### src/rtl/core/burts_pkg.sv
// Shared types and constants for the buffered UART core with nRTS flow control.
// No dependencies.
package burts_pkg;

  localparam int unsigned FIFO_DEPTH = 64;
  localparam int unsigned PTR_W      = $clog2(FIFO_DEPTH);
  localparam int unsigned CNT_W      = $clog2(FIFO_DEPTH + 1);
  localparam int unsigned LVL_W      = 7;
  localparam int unsigned CMP_W      = (CNT_W > LVL_W) ? CNT_W : LVL_W;

  localparam logic [LVL_W-1:0] HW_RESET   = 7'd48;
  localparam logic [7:0]       EMPTY_BYTE = 8'hFF;

  typedef enum logic [1:0] {
    CMD_RX_BYTE = 2'd0,
    CMD_HOST_RD = 2'd1,
    CMD_HOST_WR = 2'd2,
    CMD_TX_RDY  = 2'd3
  } cmd_e;

  typedef struct packed {
    logic push;
    logic pop;
  } fifo_ctrl_t;

endpackage

### src/rtl/core/burts_if.sv
// Item and result channel interfaces for the buffered UART core.
// Depends on burts_pkg.
interface burts_item_if;
  logic              valid;
  logic              ready;
  burts_pkg::cmd_e   cmd;
  logic [7:0]        byte_in;

  modport source (output valid, cmd, byte_in, input ready);
  modport sink   (input valid, cmd, byte_in, output ready);
endinterface

interface burts_result_if;
  logic                          valid;
  logic                          ready;
  logic [7:0]                    read_byte;
  logic                          read_valid;
  logic [7:0]                    send_byte;
  logic                          send_valid;
  logic                          write_accepted;
  logic                          rts_n;
  logic                          overflow;
  logic                          tx_armed;
  logic [burts_pkg::LVL_W-1:0]   rx_level;
  logic [burts_pkg::LVL_W-1:0]   tx_level;

  modport source (output valid, read_byte, read_valid, send_byte, send_valid,
                  write_accepted, rts_n, overflow, tx_armed, rx_level, tx_level,
                  input ready);
  modport sink   (input valid, read_byte, read_valid, send_byte, send_valid,
                  write_accepted, rts_n, overflow, tx_armed, rx_level, tx_level,
                  output ready);
endinterface

### src/rtl/core/burts_fifo.sv
// Byte FIFO: synchronous memory with head/tail pointers and a fill count.
// Read data is registered in the cycle after a pop. Depends on burts_pkg.
module burts_fifo (
  input  logic                        clk_i,
  input  logic                        rst_ni,
  input  burts_pkg::fifo_ctrl_t       ctrl_i,
  input  logic [7:0]                  wdata_i,
  output logic [burts_pkg::CNT_W-1:0] count_o,
  output logic [7:0]                  rdata_o
);
  import burts_pkg::*;

  logic [7:0]       mem_q [FIFO_DEPTH];
  logic [7:0]       rdata_q;
  logic [PTR_W-1:0] head_q, head_d;
  logic [PTR_W-1:0] tail_q, tail_d;
  logic [CNT_W-1:0] count_q, count_d;

  function automatic logic [PTR_W-1:0] ptr_inc(input logic [PTR_W-1:0] p);
    if (p == PTR_W'(FIFO_DEPTH - 1)) begin
      return '0;
    end
    return p + PTR_W'(1);
  endfunction

  always_comb begin
    head_d  = ctrl_i.pop  ? ptr_inc(head_q) : head_q;
    tail_d  = ctrl_i.push ? ptr_inc(tail_q) : tail_q;
    count_d = count_q;
    if (ctrl_i.push && !ctrl_i.pop) begin
      count_d = count_q + CNT_W'(1);
    end else if (ctrl_i.pop && !ctrl_i.push) begin
      count_d = count_q - CNT_W'(1);
    end
  end

  always_ff @(posedge clk_i or negedge rst_ni) begin
    if (!rst_ni) begin
      head_q  <= '0;
      tail_q  <= '0;
      count_q <= '0;
    end else begin
      head_q  <= head_d;
      tail_q  <= tail_d;
      count_q <= count_d;
    end
  end

  always_ff @(posedge clk_i) begin
    if (ctrl_i.push) begin
      mem_q[tail_q] <= wdata_i;
    end
    if (ctrl_i.pop) begin
      rdata_q <= mem_q[head_q];
    end
  end

  assign count_o = count_q;
  assign rdata_o = rdata_q;

endmodule

### src/rtl/core/buffered_uart_rts_flow_control_core.sv
// Top level of the buffered UART core: receive and transmit FIFOs, nRTS flow
// control, overflow and transmitter-armed flags. Depends on burts_pkg,
// burts_if and burts_fifo.
//
//   port        dir  kind        contents
//   item_i      in   valid/ready cmd, byte_in
//   result_o    out  valid/ready read/send bytes, flags, levels
//   hw_we_i     in   write en    high-water register write
//   hw_wdata_i  in   data        new high-water value
//
// One item per cycle. Control state updates at acceptance; a FIFO pop reads
// its memory in the same edge and the byte appears with the result, from the
// FIFO read register. An item is taken while the result register is empty
// or its result is taken in the same cycle. Reset clears pointers, counts
// and flags; FIFO memories are not cleared.
module buffered_uart_rts_flow_control_core (
  input  logic                        clk_i,
  input  logic                        rst_ni,
  burts_item_if.sink                  item_i,
  burts_result_if.source              result_o,
  input  logic                        hw_we_i,
  input  logic [burts_pkg::LVL_W-1:0] hw_wdata_i
);
  import burts_pkg::*;

  logic [LVL_W-1:0] hw_q;
  logic             rts_q, rts_d;
  logic             ovf_q, ovf_d;
  logic             armed_q, armed_d;

  logic             res_valid_q;
  logic             rd_pop_q, rd_pop_d;
  logic             rd_empty_q, rd_empty_d;
  logic             sd_pop_q, sd_pop_d;
  logic             wr_ok_q, wr_ok_d;

  fifo_ctrl_t       rx_ctrl, tx_ctrl;
  logic [CNT_W-1:0] rx_count, tx_count, rx_next;
  logic [7:0]       rx_rdata, tx_rdata;
  logic             rx_full, rx_empty, tx_full, tx_empty;
  logic             accept;

  burts_fifo u_rx_fifo (
    .clk_i   (clk_i),
    .rst_ni  (rst_ni),
    .ctrl_i  (rx_ctrl),
    .wdata_i (item_i.byte_in),
    .count_o (rx_count),
    .rdata_o (rx_rdata)
  );

  burts_fifo u_tx_fifo (
    .clk_i   (clk_i),
    .rst_ni  (rst_ni),
    .ctrl_i  (tx_ctrl),
    .wdata_i (item_i.byte_in),
    .count_o (tx_count),
    .rdata_o (tx_rdata)
  );

  assign rx_full  = (rx_count == CNT_W'(FIFO_DEPTH));
  assign rx_empty = (rx_count == '0);
  assign tx_full  = (tx_count == CNT_W'(FIFO_DEPTH));
  assign tx_empty = (tx_count == '0);

  assign item_i.ready = !res_valid_q || result_o.ready;
  assign accept       = item_i.valid && item_i.ready;

  always_comb begin
    rx_ctrl    = '0;
    tx_ctrl    = '0;
    rts_d      = rts_q;
    ovf_d      = ovf_q;
    armed_d    = armed_q;
    rd_pop_d   = 1'b0;
    rd_empty_d = 1'b0;
    sd_pop_d   = 1'b0;
    wr_ok_d    = 1'b0;
    rx_next    = rx_count;
    case (item_i.cmd)
      CMD_RX_BYTE: begin
        if (rx_full) begin
          ovf_d = 1'b1;
        end else begin
          rx_ctrl.push = 1'b1;
          rx_next      = rx_count + CNT_W'(1);
        end
        if (CMP_W'(rx_next) > CMP_W'(hw_q)) begin
          rts_d = 1'b1;
        end
      end
      CMD_HOST_RD: begin
        if (rx_empty) begin
          rd_empty_d = 1'b1;
        end else begin
          rx_ctrl.pop = 1'b1;
          rd_pop_d    = 1'b1;
          rx_next     = rx_count - CNT_W'(1);
          if (CMP_W'(rx_next) <= CMP_W'(hw_q)) begin
            rts_d = 1'b0;
          end
        end
      end
      CMD_HOST_WR: begin
        if (!tx_full) begin
          tx_ctrl.push = 1'b1;
          armed_d      = 1'b1;
          wr_ok_d      = 1'b1;
        end
      end
      CMD_TX_RDY: begin
        if (armed_q) begin
          if (tx_empty) begin
            armed_d = 1'b0;
          end else begin
            tx_ctrl.pop = 1'b1;
            sd_pop_d    = 1'b1;
          end
        end
      end
      default: begin
      end
    endcase
    if (!accept) begin
      rx_ctrl = '0;
      tx_ctrl = '0;
    end
  end

  always_ff @(posedge clk_i or negedge rst_ni) begin
    if (!rst_ni) begin
      hw_q        <= HW_RESET;
      rts_q       <= 1'b0;
      ovf_q       <= 1'b0;
      armed_q     <= 1'b0;
      res_valid_q <= 1'b0;
    end else begin
      if (hw_we_i) begin
        hw_q <= hw_wdata_i;
      end
      if (accept) begin
        rts_q   <= rts_d;
        ovf_q   <= ovf_d;
        armed_q <= armed_d;
      end
      if (item_i.ready) begin
        res_valid_q <= item_i.valid;
      end
    end
  end

  always_ff @(posedge clk_i) begin
    if (accept) begin
      rd_pop_q   <= rd_pop_d;
      rd_empty_q <= rd_empty_d;
      sd_pop_q   <= sd_pop_d;
      wr_ok_q    <= wr_ok_d;
    end
  end

  assign result_o.valid          = res_valid_q;
  assign result_o.read_byte      = rd_pop_q ? rx_rdata : (rd_empty_q ? EMPTY_BYTE : 8'h00);
  assign result_o.read_valid     = rd_pop_q;
  assign result_o.send_byte      = sd_pop_q ? tx_rdata : 8'h00;
  assign result_o.send_valid     = sd_pop_q;
  assign result_o.write_accepted = wr_ok_q;
  assign result_o.rts_n          = rts_q;
  assign result_o.overflow       = ovf_q;
  assign result_o.tx_armed       = armed_q;
  assign result_o.rx_level       = LVL_W'(rx_count);
  assign result_o.tx_level       = LVL_W'(tx_count);

  a_ovf_sticky: assert property (@(posedge clk_i) disable iff (!rst_ni)
    ovf_q |=> ovf_q)
    else $error("overflow flag cleared");

  a_rts_rise_on_rx: assert property (@(posedge clk_i) disable iff (!rst_ni)
    $rose(rts_q) |-> $past(accept && item_i.cmd == CMD_RX_BYTE))
    else $error("nRTS raised by something other than a received byte");

  a_send_needs_armed: assert property (@(posedge clk_i) disable iff (!rst_ni)
    (res_valid_q && sd_pop_q) |-> armed_q)
    else $error("byte sent while transmitter disarmed");

  a_stall_holds_state: assert property (@(posedge clk_i) disable iff (!rst_ni)
    (res_valid_q && !result_o.ready) |=> ($stable(rx_count) && $stable(tx_count)))
    else $error("FIFO level moved while result stalled");

  a_rx_bound: assert property (@(posedge clk_i) disable iff (!rst_ni)
    (rx_count <= CNT_W'(FIFO_DEPTH)) && (tx_count <= CNT_W'(FIFO_DEPTH)))
    else $error("FIFO count beyond depth");

endmodule
### src/flat_wrapper.sv
// flat-port wrapper written by rule: the top's interface ports become plain ports
module buffered_uart_rts_flow_control_core_flat import burts_pkg::*;
  (clk_i, rst_ni, hw_we_i, hw_wdata_i, item_i_valid, item_i_cmd, item_i_byte_in, item_i_ready, result_o_valid, result_o_read_byte, result_o_read_valid, result_o_send_byte, result_o_send_valid, result_o_write_accepted, result_o_rts_n, result_o_overflow, result_o_tx_armed, result_o_rx_level, result_o_tx_level, result_o_ready);
  burts_item_if item_i_i ();
  burts_result_if result_o_i ();
  input  logic clk_i;
  input  logic rst_ni;
  input  logic hw_we_i;
  input  logic [burts_pkg::LVL_W-1:0] hw_wdata_i;
  input wire logic [$bits(item_i_i.valid)-1:0] item_i_valid;
  input wire logic [$bits(item_i_i.cmd)-1:0] item_i_cmd;
  input wire logic [$bits(item_i_i.byte_in)-1:0] item_i_byte_in;
  output wire logic [$bits(item_i_i.ready)-1:0] item_i_ready;
  output wire logic [$bits(result_o_i.valid)-1:0] result_o_valid;
  output wire logic [$bits(result_o_i.read_byte)-1:0] result_o_read_byte;
  output wire logic [$bits(result_o_i.read_valid)-1:0] result_o_read_valid;
  output wire logic [$bits(result_o_i.send_byte)-1:0] result_o_send_byte;
  output wire logic [$bits(result_o_i.send_valid)-1:0] result_o_send_valid;
  output wire logic [$bits(result_o_i.write_accepted)-1:0] result_o_write_accepted;
  output wire logic [$bits(result_o_i.rts_n)-1:0] result_o_rts_n;
  output wire logic [$bits(result_o_i.overflow)-1:0] result_o_overflow;
  output wire logic [$bits(result_o_i.tx_armed)-1:0] result_o_tx_armed;
  output wire logic [$bits(result_o_i.rx_level)-1:0] result_o_rx_level;
  output wire logic [$bits(result_o_i.tx_level)-1:0] result_o_tx_level;
  input wire logic [$bits(result_o_i.ready)-1:0] result_o_ready;
  assign item_i_i.valid = item_i_valid;
  assign item_i_i.cmd = item_i_cmd;
  assign item_i_i.byte_in = item_i_byte_in;
  assign item_i_ready = item_i_i.ready;
  assign result_o_valid = result_o_i.valid;
  assign result_o_read_byte = result_o_i.read_byte;
  assign result_o_read_valid = result_o_i.read_valid;
  assign result_o_send_byte = result_o_i.send_byte;
  assign result_o_send_valid = result_o_i.send_valid;
  assign result_o_write_accepted = result_o_i.write_accepted;
  assign result_o_rts_n = result_o_i.rts_n;
  assign result_o_overflow = result_o_i.overflow;
  assign result_o_tx_armed = result_o_i.tx_armed;
  assign result_o_rx_level = result_o_i.rx_level;
  assign result_o_tx_level = result_o_i.tx_level;
  assign result_o_i.ready = result_o_ready;
  buffered_uart_rts_flow_control_core u_core (.clk_i(clk_i), .rst_ni(rst_ni), .item_i(item_i_i), .result_o(result_o_i), .hw_we_i(hw_we_i), .hw_wdata_i(hw_wdata_i));
endmodule
### config.mk
export PLATFORM = sky130hd
export DESIGN_NAME = buffered_uart_rts_flow_control_core_flat
export DESIGN_NICKNAME = d
export VERILOG_FILES = /design/src/rtl/core/burts_pkg.sv /design/src/rtl/core/burts_if.sv /design/src/rtl/core/burts_fifo.sv /design/src/rtl/core/buffered_uart_rts_flow_control_core.sv /design/src/flat_wrapper.sv
export SDC_FILE = /design/constraint.sdc
export NUM_CORES = 1
export LEC_CHECK = 0
export ABC_AREA = 1
export BUFFER_PORTS_ARGS = -buffer_cell sky130_fd_sc_hd__buf_2
export CORE_ASPECT_RATIO = 1.25
export CORE_UTILIZATION = 57
export DETAILED_ROUTE_END_ITERATION = 10
export GPL_TIMING_DRIVEN = 1
export HOLD_SLACK_MARGIN = 0.05
export PLACE_DENSITY = 0.73
export RECOVER_POWER = 100
export SYNTH_ARGS = -nofsm -noshare
export SYNTH_HDL_FRONTEND = slang
export SYNTH_SLANG_ARGS = --single-unit
export TNS_END_PERCENT = 30
### constraint.sdc
create_clock -name clk_i -period 3.3 [get_ports clk_i]
set_input_delay 0.66 -clock clk_i [delete_from_list [all_inputs] [get_ports clk_i]]
set_output_delay 0.66 -clock clk_i [all_outputs]
set_load 0.02 [all_outputs]
==> impl_metrics.ini <==
[worst_setup_path]
reg2reg_to = u_core.u_tx_fifo.mem_q[24][2]
rr_worst_depth = 9
timing.rr.start = u_core.result_o.valid
arrival_ps = 3400
cpMostUsedCell = nand2_1
slowest_stage = nand2_1
cp_max_fo = 13
path_cells = nand2_1, nand2_1, nor3_2, buf_4, inv_1, nor2_4, nand2_1, nor2_1, clkbuf_1
required_ps = 3620
path_class = reg -> reg
slowest_delay_ps = 550
start_kind = flip-flop
endpoint_kind = flip-flop
ff2ff_setup_slack_ps = 220

[sta]
finalMaxSlewViolations = 488
setup_slack_ps = 215
fin_crit_sh_pct = 93.5
fmax_mhz = 324
worstMarginPinSlew_ps = 2940
setup_viol = 0
fin_crit_ps = 3080
tns_ps = 0
rsz0062_at_grt = no
slew_headroom_pct = -96.3
hold_viol_final = 0
fin_skew_ps = 21.3

[global_routing]
grt_pass1_wl_mm = 182
gr-usage-all-layers_pct = 28.4
grt_max_degree = 223
grt.overflow.total = 0
antenna_found_initial = 0
grt_pass1_vias = 32400

[placed_design]
dpl-instance-area_um2 = 50200
place_congestion = 0.944
numPlacedInstances = 5769
numPortBuffers = 59
place_worst_setup_slack_ps = 490
place_hpwl_mm = 73.8

[logic_synthesis]
yosysWarnings = 0
ys.flop_type = edfxtp_1
synthArstFlopShare_pct = 4.48
syn_nets = 4685
post_synth_inst_count = 4635
syn-cell-area_um2 = 47700
syn_area_per_cell_um2 = 10.3
synth_seq_cells = 1093
seq_area_frac_synth_pct = 68.3
synth.distinct_cells = 41
synth_edf_count = 1044

[floorplan]
coreArea_um2 = 82800
start_util_pct = 57.6
rows = 118
die_area_um2 = 84900
num_io_pins = 60
die_h_um = 325
die_w_um = 261

[finish]
finalNonFillerCells = 5958
final_util_pct = 64.0
drive_above_1_share_pct = 6.15
area_growth_pct = 11.0
finalNetCount = 4845
diodes = 0
final_area_um2 = 53000

[clock_tree]
h-tree-depth = 3
clk_latency_ps = 670
numClockSinks = 1093
cts_root_buffer = clkbuf_16
postCtsSetupBuffers = 0
cts.path.max_buffers = 3
numCtsBuffers = 104
cts.clk_slew.worst_paths_ps = 60
cts_tree = built
cts_resized = 0
hold_buffers = 0

[outcome]
violations = DRC, capacitance limit, slew limit
status = complete, but fails checks

[power]
power.static_leakage_nw = 21.5
p_per_area_nw_per_um2 = 743
max-vdd-ir-drop_mv = 0.758

[job]
max_cap_violations = 11

[detailed_routing]
postRouteAntennaNets = 0
dr_total_vias = 32700
wire_per_inst_um = 20.0
post-route-drc-count = 3
drt_iter0_markers = 3437
routed_via_density = 5.48
finalWirelength_mm = 119
drt_first_pass_iters = 10

[hold_path]
holdCritPathClass = in -> reg
min-delay-start = hw_wdata_i[1]
min_path_cells = 3
hold_path_end = u_core.hw_q[1]
[worst max-delay path: cells and delay by family, from the launching register on]
kind                   cells  cell delay (ps)
buffers and inverters      3              770
flip-flops                 1              380
AND/OR/NAND/NOR            6             1570
[synth_stat cells (3+ instances only)]
master,instances,area [um^2]
a21oi_1,45,225
and3_1,4,25.0
buf_1,14,52.6
buf_2,106,531
buf_4,25,188
buf_6,8,90.1
clkbuf_1,58,218
clkinv_1,4,15.0
dfrtp_1,47,1180
edfxtp_1,1044,31400
ha_1,27,338
inv_1,561,2110
inv_2,10,37.5
nand2_1,1423,5340
nand2_2,9,56.3
nand3_1,519,2600
nand3_2,4,40.0
nand4_1,3,18.8
nor2_1,466,1750
nor2_2,4,25.0
nor3_1,9,45.0
o21ai_0,140,701
o21ai_1,40,200
or2_2,13,81.3
xnor2_1,6,52.6
xor2_1,23,201
[final cells by class]
type	instances	area, um^2
clock buffers	136	2860
clock inverters	53	576
fillers	6518	29900
inverters	577	2180
multi-input cells	2754	11800
flip-flops and latches	1093	32600
well taps	1080	1350
repair buffers	265	1600
[registers in the layout, summed over array words and instances, names as in the netlist, 6 cells and up]
signal,count
u_core.u_rx_fifo.rdata_o,8
u_core.u_tx_fifo.head_q,6
u_core.u_rx_fifo.tail_q,6
u_core.u_rx_fifo.mem_q,512
u_core.u_tx_fifo.rdata_o,8
u_core.u_tx_fifo.tail_q,6
u_core.u_rx_fifo.head_q,6
u_core.u_tx_fifo.count_o,7
u_core.hw_q,7
u_core.u_rx_fifo.count_o,7
u_core.u_tx_fifo.mem_q,512
[kinds of logic after synthesis]
logic type	share of synthesized area, %
compound gates	2.45
xor+xnor	0.532
fa+ha+maj	0.750
buf+inv	6.81
flops	68.3
mux	0.0236
simple gates	21.1
[cells in the final DEF (no fill, tap or decap), drive strengths merged]
| master | synthesis | layout |
|---|---|---|
| a21o | 2 | 2 |
| a21oi | 45 | 45 |
| a31oi | 2 | 2 |
| and3 | 4 | 4 |
| buf | 153 | 91 |
| bufinv | 0 | 12 |
| clkbuf | 58 | 310 |
| clkinv | 4 | 39 |
| clkinvlp | 0 | 5 |
| dfrtp | 47 | 47 |
| dfstp | 2 | 2 |
| edfxtp | 1044 | 1044 |
| fa | 1 | 1 |
| ha | 27 | 27 |
| inv | 573 | 574 |
| mux2 | 1 | 1 |
| nand2 | 1434 | 1434 |
| nand3 | 523 | 523 |
| nand3b | 1 | 1 |
| nand4 | 4 | 4 |
| nor2 | 472 | 472 |
| nor3 | 11 | 11 |
| nor4b | 1 | 1 |
| o211ai | 2 | 2 |
| o21ai | 180 | 180 |
| or2 | 14 | 14 |
| or3 | 1 | 1 |
| xnor2 | 6 | 6 |
| xor2 | 23 | 23 |
[metal layers]
layer	vias up	share of wire, %	GRT usage (%)
met4	0	4.4	13.0
met2	1504	50	48.1
met5	-	0	0
met1	15400	39	36.4
met3	305	7.5	3.64
li1	15500	-	-
[how the worst max path moves through the flow]
stage                                         end  cells after the start  slack (ps)                         from
detailed placement    u_core.u_tx_fifo.count_o[6]                     16         490               result_o_ready
global route        u_core.u_rx_fifo.mem_q[29][1]                     11         130  u_core.u_rx_fifo.count_o[0]
global placement      u_core.u_tx_fifo.count_o[6]                     15         510               result_o_ready
CTS                   u_core.u_tx_fifo.count_o[6]                     14         470  u_core.u_tx_fifo.count_o[0]
finish              u_core.u_tx_fifo.mem_q[24][2]                      9         220        u_core.result_o.valid
floorplan             u_core.u_tx_fifo.count_o[6]                     15         450               result_o_ready
[where the power goes]
group | total (mW) | switching [mW] | internal, mW
combinational | 11.4 | 8.06 | 3.31
sequential | 16.0 | 0.378 | 15.6
clock | 12.0 | 5.00 | 7.01
total | 39.3 | 13.4 | 25.9
[through the flow]
step | hold WS, ps | total power, mW
2_1_floorplan | 364 | 24.1
3_3_place_gp | 467 | 27.4
3_5_place_dp | 460 | 27.5
4_1_cts | 68.6 | 39.5
5_1_grt | 216 | 41.2
6_report | 211 | 39.3
Power figures use the tool's default switching activity.
